**src/sv/gds_pkg.sv**
```systemverilog
// ----------------------------------------------------------------------------
// gds_pkg
// Operation codes, leap-test constants and month tables for the date stepper.
// ----------------------------------------------------------------------------
package gds_pkg;

	localparam int KIND_W  = 2;
	localparam int DAY_W   = 5;
	localparam int MONTH_W = 4;
	localparam int YEAR_W  = 16;
	localparam int ORD_W   = 9;

	localparam logic [KIND_W-1:0] KIND_NEXT = 2'd0;
	localparam logic [KIND_W-1:0] KIND_PREV = 2'd1;
	localparam logic [KIND_W-1:0] KIND_DOY  = 2'd2;

	localparam logic [MONTH_W-1:0] MONTH_JAN = 4'd1;
	localparam logic [MONTH_W-1:0] MONTH_FEB = 4'd2;
	localparam logic [MONTH_W-1:0] MONTH_DEC = 4'd12;

	// y % 25 == 0  <=>  (y * inverse of 25 mod 2^16) mod 2^16 <= (2^16 - 1) / 25
	localparam logic [YEAR_W-1:0] INV25     = 16'd23593;
	localparam logic [YEAR_W-1:0] DIV25_MAX = 16'd2621;

	// Days in month m; zero for a month code that means nothing.
	function automatic logic [DAY_W-1:0] month_len(input logic [MONTH_W-1:0] m,
		input logic leap);
		logic [DAY_W-1:0] len;
		case (m)
			4'd1, 4'd3, 4'd5, 4'd7, 4'd8, 4'd10, 4'd12: len = 5'd31;
			4'd4, 4'd6, 4'd9, 4'd11:                    len = 5'd30;
			4'd2:                                       len = leap ? 5'd29 : 5'd28;
			default:                                    len = 5'd0;
		endcase
		return len;
	endfunction

	// Days in the months before m within the same year.
	function automatic logic [ORD_W-1:0] days_before(input logic [MONTH_W-1:0] m,
		input logic leap);
		logic [ORD_W-1:0] base;
		case (m)
			4'd1:    base = 9'd0;
			4'd2:    base = 9'd31;
			4'd3:    base = 9'd59;
			4'd4:    base = 9'd90;
			4'd5:    base = 9'd120;
			4'd6:    base = 9'd151;
			4'd7:    base = 9'd181;
			4'd8:    base = 9'd212;
			4'd9:    base = 9'd243;
			4'd10:   base = 9'd273;
			4'd11:   base = 9'd304;
			4'd12:   base = 9'd334;
			default: base = 9'd0;
		endcase
		if (leap && (m > MONTH_FEB)) begin
			base = base + 9'd1;
		end
		return base;
	endfunction

endpackage

```
**src/sv/gregorian_date_step_top.sv**
```systemverilog
// ----------------------------------------------------------------------------
// gregorian_date_step_top
// Gregorian next day / previous day / day of year, three-stage pipeline.
// Throughput: one transaction per cycle while out_ready is high; a stall holds full stages, empty ones still fill.
// Stages: multiply for the divide-by-25 test, leap and table lookups, result.
// Reset: arst_n clears the stage valid bits only; data registers are not reset.
// ----------------------------------------------------------------------------
module gregorian_date_step_top (
	input  logic                       clk,
	input  logic                       arst_n,
	input  logic                       in_valid,
	output logic                       in_ready,
	input  logic [gds_pkg::KIND_W-1:0]  kind,
	input  logic [gds_pkg::DAY_W-1:0]   day,
	input  logic [gds_pkg::MONTH_W-1:0] month,
	input  logic [gds_pkg::YEAR_W-1:0]  year,
	output logic                       out_valid,
	input  logic                       out_ready,
	output logic [gds_pkg::DAY_W-1:0]   out_day,
	output logic [gds_pkg::MONTH_W-1:0] out_month,
	output logic [gds_pkg::YEAR_W-1:0]  out_year,
	output logic [gds_pkg::ORD_W-1:0]   ordinal,
	output logic                       invalid
);
	import gds_pkg::*;

	logic en_s1, en_s2, en_s3;

	// stage 1
	logic                v_s1;
	logic [KIND_W-1:0]   kind_s1;
	logic [DAY_W-1:0]    day_s1;
	logic [MONTH_W-1:0]  month_s1;
	logic [YEAR_W-1:0]   year_s1;
	logic [YEAR_W-1:0]   prod_s1;

	// stage 2
	logic                v_s2;
	logic [KIND_W-1:0]   kind_s2;
	logic [DAY_W-1:0]    day_s2;
	logic [MONTH_W-1:0]  month_s2;
	logic [YEAR_W-1:0]   year_s2;
	logic                inv_s2;
	logic [DAY_W-1:0]    len_s2;
	logic [DAY_W-1:0]    plen_s2;
	logic [ORD_W-1:0]    base_s2;

	// stage 3 (output)
	logic                v_s3;
	logic [DAY_W-1:0]    od_s3;
	logic [MONTH_W-1:0]  om_s3;
	logic [YEAR_W-1:0]   oy_s3;
	logic [ORD_W-1:0]    ord_s3;
	logic                inv_s3;

	// A stage takes new data when it is empty or its content moves on.
	assign en_s3    = !v_s3 || out_ready;
	assign en_s2    = !v_s2 || en_s3;
	assign en_s1    = !v_s1 || en_s2;
	assign in_ready = en_s1;

	// ---- stage 1: register the transaction, start the mod-25 test ----
	// only the product mod 2^16 is needed
	logic [YEAR_W-1:0] prod_c;
	assign prod_c = YEAR_W'(year * INV25);

	always_ff @(posedge clk or negedge arst_n) begin
		if (!arst_n) begin
			v_s1 <= 1'b0;
		end else if (en_s1) begin
			v_s1 <= in_valid;
		end
	end

	always_ff @(posedge clk) begin
		if (en_s1 && in_valid) begin
			kind_s1  <= kind;
			day_s1   <= day;
			month_s1 <= month;
			year_s1  <= year;
			prod_s1  <= prod_c;
		end
	end

	// ---- stage 2: leap rule, validity and table lookups ----
	logic             div4, div16, div25, leap;
	logic [DAY_W-1:0] len_c;
	logic [MONTH_W-1:0] pmonth;
	logic             bad;

	always_comb begin
		div4   = (year_s1[1:0] == 2'd0);
		div16  = (year_s1[3:0] == 4'd0);
		div25  = (prod_s1 <= DIV25_MAX);
		// leap: by 4 and not by 100, or by 400
		leap   = (div4 && !div25) || (div16 && div25);
		len_c  = month_len(month_s1, leap);
		bad    = (len_c == '0) || (day_s1 == '0) || (day_s1 > len_c);
		pmonth = (month_s1 == MONTH_JAN) ? MONTH_DEC : (month_s1 - MONTH_JAN);
	end

	always_ff @(posedge clk or negedge arst_n) begin
		if (!arst_n) begin
			v_s2 <= 1'b0;
		end else if (en_s2) begin
			v_s2 <= v_s1;
		end
	end

	always_ff @(posedge clk) begin
		if (en_s2 && v_s1) begin
			kind_s2  <= kind_s1;
			day_s2   <= day_s1;
			month_s2 <= month_s1;
			year_s2  <= year_s1;
			inv_s2   <= bad;
			len_s2   <= len_c;
			// previous month is in the same year unless it is December
			plen_s2  <= month_len(pmonth, leap);
			base_s2  <= days_before(month_s1, leap);
		end
	end

	// ---- stage 3: form the result ----
	logic [DAY_W-1:0]   od_c;
	logic [MONTH_W-1:0] om_c;
	logic [YEAR_W-1:0]  oy_c;
	logic [ORD_W-1:0]   ord_c;

	always_comb begin
		od_c  = '0;
		om_c  = '0;
		oy_c  = '0;
		ord_c = '0;
		if (inv_s2) begin
			// all fields stay zero
		end else if (kind_s2[1]) begin
			ord_c = base_s2 + ORD_W'(day_s2);
		end else if (kind_s2 == KIND_NEXT) begin
			if (day_s2 == len_s2) begin
				od_c = DAY_W'(1);
				if (month_s2 == MONTH_DEC) begin
					om_c = MONTH_JAN;
					oy_c = year_s2 + YEAR_W'(1);
				end else begin
					om_c = month_s2 + MONTH_W'(1);
					oy_c = year_s2;
				end
			end else begin
				od_c = day_s2 + DAY_W'(1);
				om_c = month_s2;
				oy_c = year_s2;
			end
		end else begin
			if (day_s2 == DAY_W'(1)) begin
				od_c = plen_s2;
				if (month_s2 == MONTH_JAN) begin
					om_c = MONTH_DEC;
					oy_c = year_s2 - YEAR_W'(1);
				end else begin
					om_c = month_s2 - MONTH_W'(1);
					oy_c = year_s2;
				end
			end else begin
				od_c = day_s2 - DAY_W'(1);
				om_c = month_s2;
				oy_c = year_s2;
			end
		end
	end

	always_ff @(posedge clk or negedge arst_n) begin
		if (!arst_n) begin
			v_s3 <= 1'b0;
		end else if (en_s3) begin
			v_s3 <= v_s2;
		end
	end

	always_ff @(posedge clk) begin
		if (en_s3 && v_s2) begin
			od_s3  <= od_c;
			om_s3  <= om_c;
			oy_s3  <= oy_c;
			ord_s3 <= ord_c;
			inv_s3 <= inv_s2;
		end
	end

	assign out_valid = v_s3;
	assign out_day   = od_s3;
	assign out_month = om_s3;
	assign out_year  = oy_s3;
	assign ordinal   = ord_s3;
	assign invalid   = inv_s3;

endmodule
```
**config.mk**
```make
export PLATFORM = sky130hd
export DESIGN_NAME = gregorian_date_step_top
export DESIGN_NICKNAME = d
export VERILOG_FILES = /design/src/sv/gds_pkg.sv /design/src/sv/gregorian_date_step_top.sv
export SDC_FILE = /design/constraint.sdc
export NUM_CORES = 1
export LEC_CHECK = 0
export ABC_CLOCK_PERIOD_IN_PS = 2900
export BUFFER_PORTS_ARGS = -buffer_cell sky130_fd_sc_hd__buf_2
export CAP_MARGIN = 10
export CORE_MARGIN = 1.5
export CORE_UTILIZATION = 35
export DETAILED_ROUTE_END_ITERATION = 16
export GPL_TIMING_DRIVEN = 1
export PLACE_DENSITY = 0.56
export SYNTH_ARGS = -nofsm -noshare
export SYNTH_HDL_FRONTEND = slang
export SYNTH_SLANG_ARGS = --single-unit
```
**constraint.sdc**
```tcl
create_clock -name clk -period 2.9 [get_ports clk]
set_input_delay 0.58 -clock clk [delete_from_list [all_inputs] [get_ports clk]]
set_output_delay 0.58 -clock clk [all_outputs]
set_load 0.02 [all_outputs]
```
==> metrics.txt, run 1 <==
status=complete, but fails checks; failing checks=setup timing; Area contributors post-synth=edfxtp_1 (45%), ha_1 (14%), fa_1 (5.0%); CP max FO=3; Area Overhead vs Synth=29.9%; Die Span Y=150 um; Syn Nets=781; Setup Viol. Count Final=8; Port-buffer cells=67; cts bufs inserted=17; area of the multi-input gates=4100 um^2; Vias/cell=4.87; worst flop-to-flop path endpoint=out_year[14]$_SDFFCE_PP0P_; setup ws final=-0.837 ns; Worst-path clk slew=0.06 ns; mux share of post-synthesis cell area=0.0125; Setup crit start kind=input pin; wire per inst=14.7 um; origin of the critical flop-to-flop path=day_s2[2]$_DFFE_PP_; Leak=3.93 nW; CTS root buffer=clkbuf_16; HPWL after detailed placement=11600 um; worst skew pair latency=0.42 ns; R2R depth=6; mean post-synth cell area=11.8 um^2; crit share post-route=1.29; vias in the first global route=5199; Pre-antenna DRT Iters=5; Placed Area=8800 um^2; Synth Area in Compound Gates=0.0845; endpoint class of the critical path=flop; first-pass GRT wire length=25000 um; filler instances=1851; Design Area, Final=9870 um^2; leading cell types by count after synthesis=edfxtp_1 (115), ha_1 (86), inv_1 (70); pwr dens=725 nW/um^2; FF/Latch Area=3710 um^2; grt ovf=0; Worst Path Required=3.06 ns; Post-Syn Instances=645; initial antenna violation count=2; 1st-iter DRT viols=231; Final min period=3.74 ns; largest family of logic cells by synthesized area=adder cells; max cap viols=0; Unique masters post-synth=62; Post-Synth XOR/XNOR Area=0.0645; Critical path origin=year[8]; die width=150 um; CP arrival=3.90 ns; Initial Utilization=0.359; skew final=0.00928 ns; worst hold path startpoint=kind[1]; Nets=906; setup TNS=-3.49 ns; Post-synth EDFFs=115; Netlist Area Pre-Place=7600 um^2; clock sink count=127; CTS tree=built; DR DRC count=0; most common cell in the synthesized netlist=edfxtp_1; Final Hold Vio Count=0; Final ANT Viol Nets=0; register area share after synthesis=0.488; Synth top area share=0.454; Worst Tran Pin Value=0.510 ns; final WL=15600 um; num rows=53; #FFs+latches synth=127; RSZ-0062 raised after global routing=true; Max Buffers Root-to-Sink=2; Fmax=268 MHz; maximum VDD drop=0.371 mV; final RePlAce weighted congestion=0.895; total number of vias=5156; layout cells sized above 1=0.301; synthesized-area fraction occupied by adder cells=0.193; Crit Path Category=input pin to flop; Max-slew headroom=0.660; total track usage=0.142; area of the core=21200 um^2; Simple-Gate Fraction of Synth Area=0.112; HP Class=input pin to flop; cell taking the most area after synthesis=edfxtp_1; Synth Warn #=0; async set-reset flop share out of synthesis=0.0236; # IOs=68; Most used DFF post-synth=edfxtp_1; Setup crit end=prod_s1[14]$_DFFE_PP_; full die area=22600 um^2; flop2flop setup slack=0.31 ns; Pins Over Slew Limit=0; htree depth=4; largest net degree at the start of global routing=44
-- critical path, stage by stage --
cell and delay [ns]:
buf_8 0.10, ha_4 0.25, inv_2 0.03, fa_1 0.52, inv_2 0.05, ha_4 0.25, inv_2 0.03, fa_1 0.46
fa_1 0.51, inv_2 0.05, ha_4 0.21, ha_4 0.16, or4_4 0.49, o311ai_4 0.08, xnor2_1 0.12
-- power breakdown --
part	switching, mW	internal [mW]	leakage, nW
Combinational	1.21	1.30	2.41
Sequential	0.147	2.34	1.23
Clock	0.778	1.37	0.288
Total	2.14	5.01	3.93
-- worst min path at each step --
stage                                       end  slack [ns]  cells past startpoint
after floorplan           out_valid$_DFFE_PN0P_        0.28                      0
after global placement    out_valid$_DFFE_PN0P_        0.37                      1
after detailed placement  out_valid$_DFFE_PN0P_        0.38                      1
after CTS                  kind_s1[1]$_DFFE_PP_        0.32                      1
after global routing        day_s1[4]$_DFFE_PP_        0.33                      1
final                      kind_s1[1]$_DFFE_PP_        0.34                      1
-- registers in the layout (all words and copies together) (netlist names), 2 cells and up, named ones only --
| signal | flops |
|---|---|
| base_s2 | 9 |
| day_s1 | 5 |
| day_s2 | 5 |
| kind_s1 | 2 |
| kind_s2 | 2 |
| len_s2 | 3 |
| month_s1 | 4 |
| month_s2 | 4 |
| ordinal | 9 |
| out_day | 5 |
| out_month | 4 |
| out_year | 16 |
| plen_s2 | 3 |
| prod_s1 | 10 |
| year_s1 | 16 |
| year_s2 | 16 |
-- stage by stage --
stage	hold WS [ns]	util	worst slack, ns	instances	power [mW]
after detailed placement	0.378	0.416	-1.37	1018	4.63
after floorplan	0.284	-	-1.11	645	4.01
after CTS	0.322	0.462	-0.813	1056	7.12
final	0.342	0.467	-0.837	1059	7.15
after global placement	0.375	0.416	-1.33	1018	4.57
after global routing	0.326	0.467	-0.920	1058	7.54
-- cells in the final DEF, fill, tap and decap left out, drive strengths merged, types with 5 or more instances in the layout --
cell type / Yosys / routed
buf: 4 / 122
edfxtp: 115 / 115
ha: 86 / 86
inv: 70 / 71
nor2: 42 / 42
o21ai: 32 / 32
xnor2: 30 / 30
a21oi: 29 / 29
nand2: 28 / 28
xor2: 26 / 26
fa: 19 / 19
clkbuf: 14 / 19
nor3: 13 / 13
nand3: 12 / 12
nand2b: 9 / 9
dfxtp: 9 / 9
nand4: 8 / 8
nor2b: 7 / 7
nor4: 7 / 7
a31oi: 6 / 6
or3: 6 / 6
a21o: 6 / 6
clkinv: 0 / 6
mux2i: 5 / 5
and3: 5 / 5
or2: 5 / 5
-- area by class of cell --
class	count	area share
Tap cell	275	0.0349
Multi-Input combinational cell	430	0.415
Sequential cell	127	0.376
Clock inverter	14	0.0169
Antenna cell	1	0.000253
Clock buffer	18	0.0445
Timing Repair Buffer	124	0.0862
Inverter	70	0.0266
-- cell families after synthesis --
family / after synthesis
flops: 127
mux: 9
xor+xnor: 56
fa+ha+maj: 106
compound gates: 101
simple gates: 158
buf+inv: 88
-- what timing repair did --
action	4_1_cts	5_1_grt
setup buffers	5	2
endpoints found under the setup margin	8	8
pin swaps	18	14
endpoints found under the hold margin	3	0
gates resized for setup	47	15
hold buffers	1	0
-- routing by layer --
layer	vias up	share of wire	global-route usage
li1	2557	-	-
met1	2441	0.44	0.170
met2	124	0.50	0.243
met3	32	0.044	0.0388
met4	2	0.020	0.0564
met5	-	0.00077	0
No activity file was read; power rests on OpenSTA's default activity.
==> run 2: changes to the inputs <==
--- a/config.mk
+++ b/config.mk
@@ -5,14 +5,14 @@
 export SDC_FILE = /design/constraint.sdc
 export NUM_CORES = 1
 export LEC_CHECK = 0
-export ABC_CLOCK_PERIOD_IN_PS = 2900
+export ABC_CLOCK_PERIOD_IN_PS = 3300
 export BUFFER_PORTS_ARGS = -buffer_cell sky130_fd_sc_hd__buf_2
 export CAP_MARGIN = 10
 export CORE_MARGIN = 1.5
 export CORE_UTILIZATION = 35
 export DETAILED_ROUTE_END_ITERATION = 16
 export GPL_TIMING_DRIVEN = 1
-export PLACE_DENSITY = 0.56
+export PLACE_DENSITY = 0.58
 export SYNTH_ARGS = -nofsm -noshare
 export SYNTH_HDL_FRONTEND = slang
 export SYNTH_SLANG_ARGS = --single-unit
==> constraint.sdc (replaced) <==
create_clock -name clk -period 3.3 [get_ports clk]
set_input_delay 0.66 -clock clk [delete_from_list [all_inputs] [get_ports clk]]
set_output_delay 0.66 -clock clk [all_outputs]
set_load 0.02 [all_outputs]
==> run 2 against run 1 <==
  * The flow still finishes with violations (setup timing)
  * Non-clock buffer count is 5 lower
  * Global-route usage shrank 0.65 points
  * Power fell by 12%
==> metrics.txt, run 2 (synthesized netlist as in run 1, its figures left out) <==
most common cell after layout, fill and taps aside=edfxtp_1; CP max stage cell=or4_4; Final Hold Vio Count=0 (unchanged); CP peak stage delay=0.52 ns (about the same); final RePlAce weighted congestion=0.832 (-7.0%); Pins Over Slew Limit=0 (unchanged); total track usage=0.136 (-0.00648); DR DRC count=0 (unchanged); max cap viols=0 (unchanged); Hold Path Depth=1 (unchanged); num rows=53 (unchanged); Pre-antenna DRT Iters=6 (+1); Nets=901 (-0.55%); endpoint class of the critical path=flop; Initial Utilization=0.359 (unchanged); Worst-path clk slew=0.06 ns (about the same); setup ws final=-0.467 ns (+0.369 ns); hold path endpoint=kind_s1[0]$_DFFE_PP_; grt ovf=0 (unchanged); Leak=3.93 nW (about the same); Max Buffers Root-to-Sink=2 (unchanged); largest net degree at the start of global routing=44 (unchanged); die width=150 um (unchanged); final WL=14800 um (-5.4%); Placed Area=8620 um^2 (-2.1%); Die Span Y=150 um (unchanged); status=complete, but fails checks; Worst Tran Pin Value=0.933 ns (+0.423 ns); share of power burned in the clock network=0.320 (+0.020); fin util=0.460 (-0.00668); # IOs=68 (unchanged); Port-buffer cells=67 (unchanged); Worst Path Required=3.47 ns (+0.41 ns); Fmax=265 MHz; most frequent cells in the layout=edfxtp_1 (115), buf_2 (61), inv_1 (58); initial antenna violation count=0 (-2); CTS root buffer=clkbuf_16; Final min period=3.77 ns; Design Area, Final=9730 um^2 (-1.4%); first-pass GRT wire length=23500 um (-6.1%); R2R depth=8 (+2); antenna diode count=0 (-1); setup TNS=-1.71 ns (+1.78 ns); Logic pwr share=0.331 (-0.021); layout cells sized above 1=0.292 (-0.00963); clock sink count=127 (unchanged); Sw Pwr=1.86 mW (-13%); wire per inst=14.0 um (-4.8%); flop2flop setup slack=0.47 ns (+0.16 ns); delay-heaviest family, CP=adder cells; worst path bufs/invs=5 (unchanged); Sw Share=0.296 (-0.00300); worst hold path startpoint=kind[0]; DP Worst Slack=-1.01 ns (+0.364 ns); sequential power share=0.349 (about the same); pwr dens=645 nW/um^2 (-11%); failing checks=setup timing; 1st-iter DRT viols=200 (-13%); HP Class=input pin to flop; Setup Viol. Count Final=5 (-3); CP Cell Sequence=buf_8 -> ha_4 -> inv_2 -> fa_1 -> inv_1 -> ha_1 -> inv_2 -> fa_1 -> fa_1 -> inv_2 -> ha_4 -> ha_4 -> or4_4 -> o311ai_4 -> xnor2_1; CP arrival=3.94 ns (+0.04 ns); Area Overhead vs Synth=28.1%; CTS tree=built; internal power=4.42 mW (-12%); crit share post-route=1.14; total number of vias=4944 (-4.1%); maximum VDD drop=0.309 mV (-17%); full die area=22600 um^2 (unchanged); vias in the first global route=4771 (-8.2%); Crit Path Category=input pin to flop; skew final=0.00659 ns (-0.00269 ns); area of the core=21200 um^2 (unchanged); Max-slew headroom=0.378 (-0.282); origin of the critical flop-to-flop path=day_s2[1]$_DFFE_PP_; Final Instance Count excl. Fillers=1053 (-0.57%); HPWL after detailed placement=10800 um (-6.9%); worst flop-to-flop path endpoint=out_year[9]$_SDFFCE_PP0P_; Setup crit start kind=input pin; Final ANT Viol Nets=0 (unchanged); CP max FO=2 (-1); placed instance count=1011 (-0.69%); RSZ-0062 raised after global routing=true; cts bufs inserted=17 (unchanged); worst skew pair latency=0.42 ns (about the same); htree depth=4 (unchanged); Vias/cell=4.70 (-3.6%)
[run 2: changes by cell type in the layout (fill, tap and decap cells not counted), sizes merged]
| cell | before | now |
|---|---|---|
| buf | 122 | 118 |
| bufinv | 3 | 4 |
| clkbuf | 19 | 17 |
| clkinv | 6 | 3 |
| clkinvlp | 4 | 2 |
| diode | 1 | 0 |
| inv | 71 | 76 |
[run 2: worst max-delay path by stage]
stage / from / slack [ns] / cells past startpoint / to
floorplan: year[10] / -0.79 / 14 / prod_s1[14]$_DFFE_PP_
global placement: year[8] / -0.99 / 15 / prod_s1[14]$_DFFE_PP_
detailed placement: year[8] / -1.01 / 15 / prod_s1[14]$_DFFE_PP_
CTS: year[10] / -0.48 / 15 / prod_s1[14]$_DFFE_PP_
global route: year[3] / -0.53 / 14 / prod_s1[14]$_DFFE_PP_
finish: year[10] / -0.47 / 15 / prod_s1[14]$_DFFE_PP_
[run 2: stage by stage]
stage	power, mW	hold slack (ns)
final	6.27	0.410
after global routing	6.64	0.391
after CTS	6.21	0.390
after detailed placement	3.98	0.405
after global placement	3.97	0.404
after floorplan	3.45	0.364
[run 2: repair_timing]
item | 4_1_cts | 5_1_grt
pin swaps | 24 | 29
endpoints found under the setup margin | 6 | 6
hold buffers | 1 | 0
resized for setup | 43 | 28
endpoints found under the hold margin | 2 | 0
setup buffers | 6 | 4
[run 2: power by group through the flow]
stage	Combinational [mW]	Clock [mW]	Sequential (mW)
detailed placement	1.75	0	2.22
global placement	1.74	0	2.22
global route	2.32	2.11	2.21
finish	2.08	2.01	2.19
CTS	1.97	2.05	2.19
floorplan	1.22	0	2.24
[run 2: routing by layer]
metal	track usage	part of all wire
met1	0.174	0.47
met2	0.220	0.48
met3	0.0370	0.038
met4	0.0500	0.012
met5	0	0
[run 2: area by class of cell]
type | instances | area [um^2]
clock inverters | 15 | 206
multi-input cells | 430 | 3980
flip-flops and latches | 127 | 3710
inverters | 70 | 263
repair buffers | 119 | 803
fillers | 1940 | 11400
clock buffers | 17 | 425
well taps | 275 | 344
